--- src/hw/rtl/assert_macros.svh ---
// assertion macros used by the rtl back end (tfidf_back)
`ifndef ASSERT_MACROS_SVH
`define ASSERT_MACROS_SVH

// property must hold whenever reset is released
`define ASSERT_ALWAYS(label, prop, msg) \
  label: assert property (@(posedge clk_i) disable iff (!rst_ni) (prop)) else $error(msg);

// implication checked at every rising clock edge
`define ASSERT_IMPLY(label, ante, cons, msg) \
  label: assert property (@(posedge clk_i) disable iff (!rst_ni) (ante) |-> (cons)) \
    else $error(msg);

`endif

--- src/hw/rtl/tfidf_pkg.sv ---
// shared types and constants of the tf-idf top-k ranker
package tfidf_pkg;
  localparam int unsigned TopK = 10;
  localparam int unsigned IdxW = $clog2(TopK);
  localparam int unsigned FillW = $clog2(TopK + 1);
  localparam int unsigned QueueDepth = 2;
  localparam logic [31:0] Log10Of2Q32 = 32'd1292913986;
  localparam logic [0:0] RegCorpusSize = 1'b0;

  typedef struct packed {
    logic [15:0] doc_id;
    logic [15:0] term_count;
    logic [23:0] doc_words;
    logic        last_hit;
  } hit_t;

  typedef struct packed {
    logic [15:0] ranked_doc;
    logic [18:0] score;
    logic        last_result;
  } result_t;
endpackage

--- src/hw/rtl/tfidf_front.sv ---
// front end: accepts hits, fixes zero word counts, and queues them
module tfidf_front import tfidf_pkg::*; (
  input  logic clk_i,
  input  logic rst_ni,
  input  logic in_valid_i,
  output logic in_ready_o,
  input  hit_t in_hit_i,
  output logic q_valid_o,
  input  logic q_ready_i,
  output hit_t q_hit_o
);
  localparam int unsigned PtrW = $clog2(QueueDepth);
  hit_t mem_q [QueueDepth];
  logic [PtrW-1:0] wr_q, wr_d, rd_q, rd_d;
  logic [PtrW:0] cnt_q, cnt_d;
  logic push, pop;
  hit_t fixed;

  always_comb begin
    fixed = in_hit_i;
    if (in_hit_i.doc_words == '0) begin
      fixed.doc_words = 24'd1;
    end
  end

  assign in_ready_o = (cnt_q != (PtrW+1)'(QueueDepth));
  assign q_valid_o = (cnt_q != '0);
  assign push = in_valid_i && in_ready_o;
  assign pop = q_valid_o && q_ready_i;
  assign q_hit_o = mem_q[rd_q];
  assign wr_d = push ? wr_q + 1'b1 : wr_q;
  assign rd_d = pop ? rd_q + 1'b1 : rd_q;
  assign cnt_d = cnt_q + (PtrW+1)'(push) - (PtrW+1)'(pop);

  always_ff @(posedge clk_i) begin
    if (push) begin
      mem_q[wr_q] <= fixed;
    end
  end

  always_ff @(posedge clk_i or negedge rst_ni) begin
    if (!rst_ni) begin
      wr_q <= '0;
      rd_q <= '0;
      cnt_q <= '0;
    end else begin
      wr_q <= wr_d;
      rd_q <= rd_d;
      cnt_q <= cnt_d;
    end
  end
endmodule

--- config.mk ---
export PLATFORM = sky130hd
export DESIGN_NAME = tfidf_front
export DESIGN_NICKNAME = d
export VERILOG_FILES = /design/src/hw/rtl/assert_macros.svh /design/src/hw/rtl/tfidf_pkg.sv /design/src/hw/rtl/tfidf_front.sv
export SDC_FILE = /design/constraint.sdc
export NUM_CORES = 1
export LEC_CHECK = 0
export ABC_AREA = 1
export BUFFER_PORTS_ARGS = -buffer_cell sky130_fd_sc_hd__buf_2
export CORE_MARGIN = 3
export CORE_UTILIZATION = 35
export CTS_CLUSTER_SIZE = 12
export DETAILED_ROUTE_END_ITERATION = 8
export GPL_TIMING_DRIVEN = 0
export PLACE_DENSITY = 0.63
export SYNTH_ARGS = -nofsm -noshare
export SYNTH_HDL_FRONTEND = slang
export SYNTH_SLANG_ARGS = --single-unit
--- constraint.sdc ---
create_clock -name clk_i -period 4.19 [get_ports clk_i]
set_input_delay 0.6285 -clock clk_i [delete_from_list [all_inputs] [get_ports clk_i]]
set_output_delay 0.6285 -clock clk_i [all_outputs]
set_load 0.05 [all_outputs]
Word level (Yosys, flattened, before mapping)
Memories as Yosys holds them, arrays and structs flattened.
Cells that the tools add are included.
Widths: inputs -> output; s select.
{"block": "totals", "n_memories": 1, "output_inout_bits": 59, "input_bits": 61, "regBits": 4, "elab_cells": 16, "ramBits": 114}
{"block": "classes", "n_eq_ne": 1, "muxes": 3, "reduce_logical": 4, "n_addsub": 4}
{"name": "mem_q", "depth": 2, "width": 57, "rd": 1, "rd_ports_with_merged_regs": 0, "write_ports": 1, "line_no": "tfidf_front.sv:13", "source": "hit_t mem_q [QueueDepth];"}
{"cell": "$logic_not 24->1", "n": 1}
{"cell": "$mux 24", "n": 1}
{"cell": "$add 1x1->1 const B", "n": 2}
{"cell": "$add 2x1->2", "n": 1}
{"cell": "$logic_and 1x1->1", "n": 2}
{"cell": "$mux 1", "n": 2}
{"cell": "$ne 2x2->1 const B", "n": 1}
{"cell": "$reduce_bool 2->1", "n": 1}
{"cell": "$sub 2x1->2", "n": 1}

Longest topological paths before layout
Gate-level depths: netlist (run 1).
{"block": "depth", "depth_word": 4, "depth_mapped": 10, "ltp_nobuf": 10}

Worst setup path after synthesis (run 1)
OpenSTA, ideal clock, no wires.
{"block": "synth_path", "kind": "reg-to-reg", "from": "register cnt_q[1]", "to": "memory mem_q[1][0] (netlist bit) (enable)", "setup_ns": 0.474, "stages_incl_launch_ff": 4, "period_less_slack_ns": 3.898, "arrival_ns": 3.424, "required_time_ns": 3.716, "setup_slack_ns": 0.292, "path_buffers": 0, "path_cell_list": "dfrtp_1 nand2_1 nand2_1 nor2_1"}
{"block": "synth_via", "elab_chain_len": 4}
{"element": "start: declaration", "line_no": "tfidf_front.sv:15", "source": "logic [PtrW:0] cnt_q, cnt_d;"}
{"element": "start signal: assignment", "line_no": "tfidf_front.sv:49", "source": "cnt_q <= cnt_d;"}
{"element": "$ne 2x2->1", "line_no": "tfidf_front.sv:26", "source": "assign in_ready_o = (cnt_q != (PtrW+1)'(QueueDepth));"}
{"element": "named net in_ready_o", "line_no": "tfidf_front.sv:6", "source": "output logic in_ready_o,"}
{"element": "$logic_and 1x1->1", "line_no": "tfidf_front.sv:28", "source": "assign push = in_valid_i && in_ready_o;"}
{"element": "$mux 1", "line_no": "tfidf_front.sv:36", "source": "if (push) begin"}
{"element": "$mux 1 (not written as such)", "line_no": "tfidf_front.sv:37", "source": "mem_q[wr_q] <= fixed;"}
{"element": "end: declaration", "line_no": "tfidf_front.sv:13"}
The timed path passes the listed nets, and every way through them passes these cells.

==> impl_metrics.env, run 1 <==
export IMPL_status="finished clean"
export IMPL_syn_nets=431
export IMPL_fmax_mhz=409
export IMPL_setup_viol=0
export IMPL_fin_util=0.488
export IMPL_clock_sinks=118
export IMPL_wire_per_inst_um=14.2
export IMPL_die_width_um=120
export IMPL_tightest_slew_ps=896
export IMPL_placed_area_mm2=0.00541
export IMPL_avgViaCountPerCell=4.35
export IMPL_power_density_mw_per_mm2=900
export IMPL_rsz0062_at_grt="no"
export IMPL_vias=3004
export IMPL_cts_setup_buffers=0
export IMPL_fin_nets=573
export IMPL_synthCells=369
export IMPL_clk_pin_slew_ps=50
export IMPL_wl_um=9770
export IMPL_ioPinCount=120
export IMPL_static_leakage_power_nw=2.60
export IMPL_path_common_cell="nand2_1"
export IMPL_crit_slowest_cell="clkbuf_1"
export IMPL_num_fill_cells=1135
export IMPL_grt_pass1_wl_um=15400
export IMPL_post_route_period_util=0.583
export IMPL_ys_seq_area_frac=0.779
export IMPL_grt_max_degree=32
export IMPL_cts_buffers=17
export IMPL_syn_avg_cell_area_um2=12.3
export IMPL_place_gp_congestion=0.702
export IMPL_hpwlAfterDp_um=6590
export IMPL_crit_family="buffers and inverters"
export IMPL_ys_ff_latch=118
export IMPL_antenna_found_initial=1
export IMPL_clock_path_buffers=2
export IMPL_start_kind="register"
export IMPL_drive_gt1_frac=0.314
export IMPL_synth_cell_type_count=16
export IMPL_rows=40
export IMPL_htreeDepth=4
export IMPL_diodes=0
export IMPL_worst_path_buf_inv=3
export IMPL_dieArea_mm2=0.0143
export IMPL_met3_usage=0.0481
export IMPL_die_h_um=120
export IMPL_endpoint_kind="primary output"
export IMPL_cap_violations=0
export IMPL_synth_area_mm2=0.00452
export IMPL_cp_cell_sequence="inv_2, clkbuf_1, nand2_1, nand2_1, buf_2"
export IMPL_yosys_warnings=0
export IMPL_setup_tns_ps=0
export IMPL_root_buffer="clkbuf_16"
export IMPL_finClkSkew_ps=8.45
export IMPL_core_area_mm2=0.0123
export IMPL_peakVddDrop_mv=0.358
export IMPL_grt_usage=0.143
export IMPL_slowest_delay_ps=430
export IMPL_route_detailed_drc=0
export IMPL_detail_route_antenna_nets=0
export IMPL_first_iter_violations=231
export IMPL_hold_violations=0
export IMPL_grt_overflow_total=0
export IMPL_slew_headroom=0.401
export IMPL_portBuffers=119
export IMPL_gr_usage_met1=0.165
export IMPL_worstPathArrival_ps=1820
export IMPL_final_max_slew_viol_count=0
export IMPL_start_util=0.367
export IMPL_fin_crit_ps=2440
export IMPL_cts_tree="built"
export IMPL_synthToLayoutAreaGrowth_pct=32.9
export IMPL_min_path_type="in -> reg"
export IMPL_critical_path_class="reg -> out"
export IMPL_design_area_mm2=0.00601
export IMPL_required_ps=3560
export IMPL_firstDrtPassIters=4
export IMPL_path_max_fanout=10
export IMPL_grt_util_met2=0.237
export IMPL_insertion_delay_ps=410
export IMPL_grt_pass1_vias=3072
export IMPL_top_usage_layer="met2"
[Yosys cell counts]
cell type    n  share of area
ha_1         1         0.0028
nand4_1      1         0.0014
or2_1        1         0.0014
buf_2        5         0.0055
inv_1        4         0.0033
xor2_1       1         0.0019
dfrtp_1      4          0.022
edfxtp_1   114           0.76
buf_4        6          0.010
nor2_1      18          0.015
nand3_1      3         0.0033
xnor2_1      1         0.0019
nand2_1    184           0.15
a21oi_1      1         0.0011
inv_2        1        0.00083
clkbuf_1    24          0.020
[layout by cell type (no fill, tap or decap), drive strengths merged]
master	Yosys	final
dlygate4sd3	0	1
xor2	1	1
nand2	184	184
dfrtp	4	4
a21oi	1	1
clkbuf	24	42
edfxtp	114	114
nand3	3	3
clkinvlp	0	1
nand4	1	1
ha	1	1
or2	1	1
xnor2	1	1
clkinv	0	7
nor2	18	18
inv	5	5
bufinv	0	4
buf	11	133
[where the power goes]
part,internal [mW],switching (mW),leakage (nW),total [mW]
logic,0.483,1.79,1.20,2.27
clock network,0.976,0.474,0.292,1.45
registers,1.61,0.0716,1.11,1.68
[metal layers]
| layer | share of wire | vias to the layer above |
|---|---|---|
| met5 | 0.0020 | - |
| met4 | 0.019 | 2 |
| met3 | 0.066 | 15 |
| met2 | 0.50 | 98 |
| met1 | 0.42 | 1400 |
| li1 | - | 1489 |
[what timing repair did]
item                      in CTS  in global routing
hold endpoints to repair       4                  0
hold buffers                   1                  0
resized for setup              0                  0
[through the flow]
stage | setup slack [ps] | power [mW] | std cells | hold WS, ps
after CTS | 1650 | 5.49 | 690 | 381
after detailed placement | 1850 | 4.02 | 659 | 442
after floorplan | 292 | 3.39 | 369 | 333
after global placement | -1120 | 3.97 | 656 | 439
final | 1750 | 5.41 | 690 | 410
after global routing | 1630 | 5.67 | 690 | 389
[final timing paths]
kind                                     from                endpoint  slack [ps]  cells after the start
min                              in_hit_i[55]  mem_q[1][55]$_DFFE_PP_         410                      1
max in group asynchronous              rst_ni        wr_q$_DFFE_PN0P_        3510                      2
max                          rd_q$_DFFE_PN0P_             q_hit_o[29]        1750                      5
min in group asynchronous              rst_ni        rd_q$_DFFE_PN0P_         560                      2
min reg2reg                cnt_q[0]$_DFF_PN0_      cnt_q[0]$_DFF_PN0_         510                      1
max reg2reg                cnt_q[1]$_DFF_PN0_   mem_q[0][0]$_DFFE_PP_        2070                      4
[logic make-up (layout without fill, tap and decap cells)]
logic type                 Yosys count  in the layout  synth area share
and+or+nand+nor                    207            207             0.174
DFF                                118            118             0.779
buffers and inverters               40            193            0.0396
xor gates and xnor gates             2              2           0.00387
adders and majority gates            1              1           0.00277
AOI/OAI and AO/OA                    1              1           0.00111
[registers in the layout, summed over array words and instances (netlist names)]
name,cells
cnt_q,2
mem_q,114
rd_q,1
wr_q,1
[area by class of cell]
class,instances,area (um^2),area share
Inverter,5,18.8,0.00312
Clock inverter,12,161,0.0268
Sequential cell,118,3520,0.586
Clock buffer,18,429,0.0714
Tap cell,168,210,0.0350
Multi-Input combinational cell,211,836,0.139
Timing Repair Buffer,123,673,0.112
Buffer,35,160,0.0266
Note: power is estimated with default switching activity, not from simulation.
==> run 2: changes to the inputs <==
PLACE_DENSITY = 0.65   (was 0.63)
clock period = 2.14 ns   (was 4.19 ns; I/O delays follow)
==> impl_metrics.env, run 2 (synthesis gave the netlist of run 1 again) <==
export IMPL_status="finished clean"
export IMPL_layout_common_cells="183 x nand2_1, 114 x edfxtp_1, 112 x buf_2, 26 x clkbuf_1, 17 x clkbuf_16"
export IMPL_root_buffer="clkbuf_16"
export IMPL_reg2reg_depth=4
export IMPL_grt_usage=0.137
export IMPL_swShare=0.447
export IMPL_clock_sinks=118
export IMPL_tightest_slew_ps=588
export IMPL_worstPathArrival_ps=1660
export IMPL_final_common_cell="nand2_1"
export IMPL_dieArea_mm2=0.0143
export IMPL_peakVddDrop_mv=0.856
export IMPL_min_delay_path_depth=1
export IMPL_power_density_mw_per_mm2=1710
export IMPL_finClkSkew_ps=6.66
export IMPL_rsz0062_at_grt="no"
export IMPL_min_path_type="in -> reg"
export IMPL_endpoint_kind="primary output"
export IMPL_ioPinCount=120
export IMPL_fin_util=0.486
export IMPL_rows=40
export IMPL_post_place_ws_ps=367
export IMPL_clkPwrFrac=0.232
export IMPL_placed_cells=660
export IMPL_wl_um=9420
export IMPL_avgViaCountPerCell=4.29
export IMPL_grt_pass1_wl_um=14900
export IMPL_core_area_mm2=0.0123
export IMPL_share_seq_of_total_power=0.323
export IMPL_wire_per_inst_um=13.6
export IMPL_start_util=0.367
export IMPL_fin_crit_ps=1980
export IMPL_required_ps=1820
export IMPL_num_fill_cells=1150
export IMPL_firstDrtPassIters=4
export IMPL_cap_violations=0
export IMPL_cts_buffers=17
export IMPL_detail_route_antenna_nets=0
export IMPL_layout_setup_ws_ps=160
export IMPL_slew_headroom=0.607
export IMPL_cts_tree="built"
export IMPL_grt_max_degree=29
export IMPL_power_switching_mw=4.57
export IMPL_first_iter_violations=188
export IMPL_fmax_mhz=505
export IMPL_top_register="mem_q"
export IMPL_clock_path_buffers=2
export IMPL_grt_overflow_total=0
export IMPL_die_width_um=120
export IMPL_antenna_found_initial=0
export IMPL_htreeDepth=4
export IMPL_intPower_mw=5.64
export IMPL_r2r_start="cnt_q[1]$_DFF_PN0_"
export IMPL_setup_viol=0
export IMPL_cts_setup_buffers=0
export IMPL_stdcell_count=692
export IMPL_path_max_fanout=10
export IMPL_clk_pin_slew_ps=50
export IMPL_design_area_mm2=0.00598
export IMPL_pwr_share_comb=0.445
export IMPL_placed_area_mm2=0.00544
export IMPL_reg2reg_to="mem_q[0][4]$_DFFE_PP_"
export IMPL_final_max_slew_viol_count=0
export IMPL_route_detailed_drc=0
export IMPL_drive_gt1_frac=0.315
export IMPL_diodes=0
export IMPL_critical_path_class="reg -> out"
export IMPL_vias=2968
export IMPL_largest_register_ffs=114
export IMPL_synthToLayoutAreaGrowth_pct=32.3
export IMPL_r2r_setup_slack_ps=380
export IMPL_die_h_um=120
export IMPL_startpoint="rd_q$_DFFE_PN0P_"
export IMPL_reg_largest_list="mem_q (114), cnt_q (2)"
export IMPL_fin_nets=574
export IMPL_static_leakage_power_nw=2.57
export IMPL_start_kind="register"
export IMPL_hold_violations=0
export IMPL_grt_pass1_vias=3093
export IMPL_endpoint="q_hit_o[47]"
export IMPL_place_gp_congestion=0.730
export IMPL_portBuffers=119
export IMPL_hpwlAfterDp_um=6430
export IMPL_insertion_delay_ps=400
export IMPL_power_total_mw=10.2
export IMPL_post_route_period_util=0.925
-- run 2: cell count changes in the layout (fill, tap and decap cells not counted) --
cell	before	now
clkinvlp_4	1	4
buf_12	2	3
bufinv_16	4	0
buf_4	6	8
clkbuf_2	0	1
clkinv_2	6	5
buf_6	0	1
clkbuf_4	0	9
nand2_4	0	1
buf_2	124	112
clkinv_1	1	2
clkbuf_1	25	26
nand2_1	184	183
-- run 2: area by class of cell --
class / instances / area [um^2] / share of cell area
timing repair buffer: 124 / 721 / 0.120
inverter: 5 / 18.8 / 0.00314
multi-input combinational: 211 / 843 / 0.141
clock inverter: 11 / 62.6 / 0.0105
sequential: 118 / 3520 / 0.589
buffer: 35 / 168 / 0.0280
tap: 168 / 210 / 0.0351
clock buffer: 20 / 437 / 0.0730
-- run 2: routing by layer --
layer | GRT usage | part of all wire | vias to the layer above
met3 | 0.0575 | 0.063 | 6
met4 | 0.0480 | 0.0070 | 0
met5 | 0 | 0 | -
met2 | 0.224 | 0.49 | 95
met1 | 0.164 | 0.44 | 1373
li1 | - | - | 1494
-- run 2: how the worst min path moves through the flow --
stage | slack, ps | startpoint | endpoint
floorplan | 30 | rst_ni | cnt_q[0]$_DFF_PN0_
global placement | 130 | rst_ni | wr_q$_DFFE_PN0P_
detailed placement | 130 | rst_ni | wr_q$_DFFE_PN0P_
CTS | 80 | in_hit_i[27] | mem_q[0][27]$_DFFE_PP_
global route | 80 | in_hit_i[0] | mem_q[1][0]$_DFFE_PP_
finish | 100 | in_hit_i[27] | mem_q[1][27]$_DFFE_PP_
-- run 2: critical path, cell delays in order, from the launching register on --
cell and delay [ps]:
dfrtp_1 410, inv_2 100, buf_6 170, buf_4 190, nand2_1 70, nand2_1 70
buf_2 260
-- run 2: per-stage QoR --
step / setup TNS, ps / hold slack (ps)
floorplan: 0 / 25.4
global placement: -37120 / 130
detailed placement: 0 / 131
CTS: 0 / 83.1
global route: 0 / 77.4
finish: 0 / 105
-- run 2: power groups by stage --
stage	sequential [mW]	combinational (mW)	clock, mW
2_1_floorplan	3.32	3.32	0
3_3_place_gp	3.35	4.37	0
3_5_place_dp	3.34	4.54	0
4_1_cts	3.30	4.56	2.42
5_1_grt	3.34	4.88	2.54
6_report	3.30	4.55	2.36
-- run 2: timing repair --
action | 4_1_cts | 5_1_grt
pin swaps | 0 | 0
resized for setup | 2 | 14
gates cloned | 0 | 0
endpoints found under the hold margin | 4 | 0
endpoints found under the setup margin | 2 | 30
hold buffers | 1 | 0
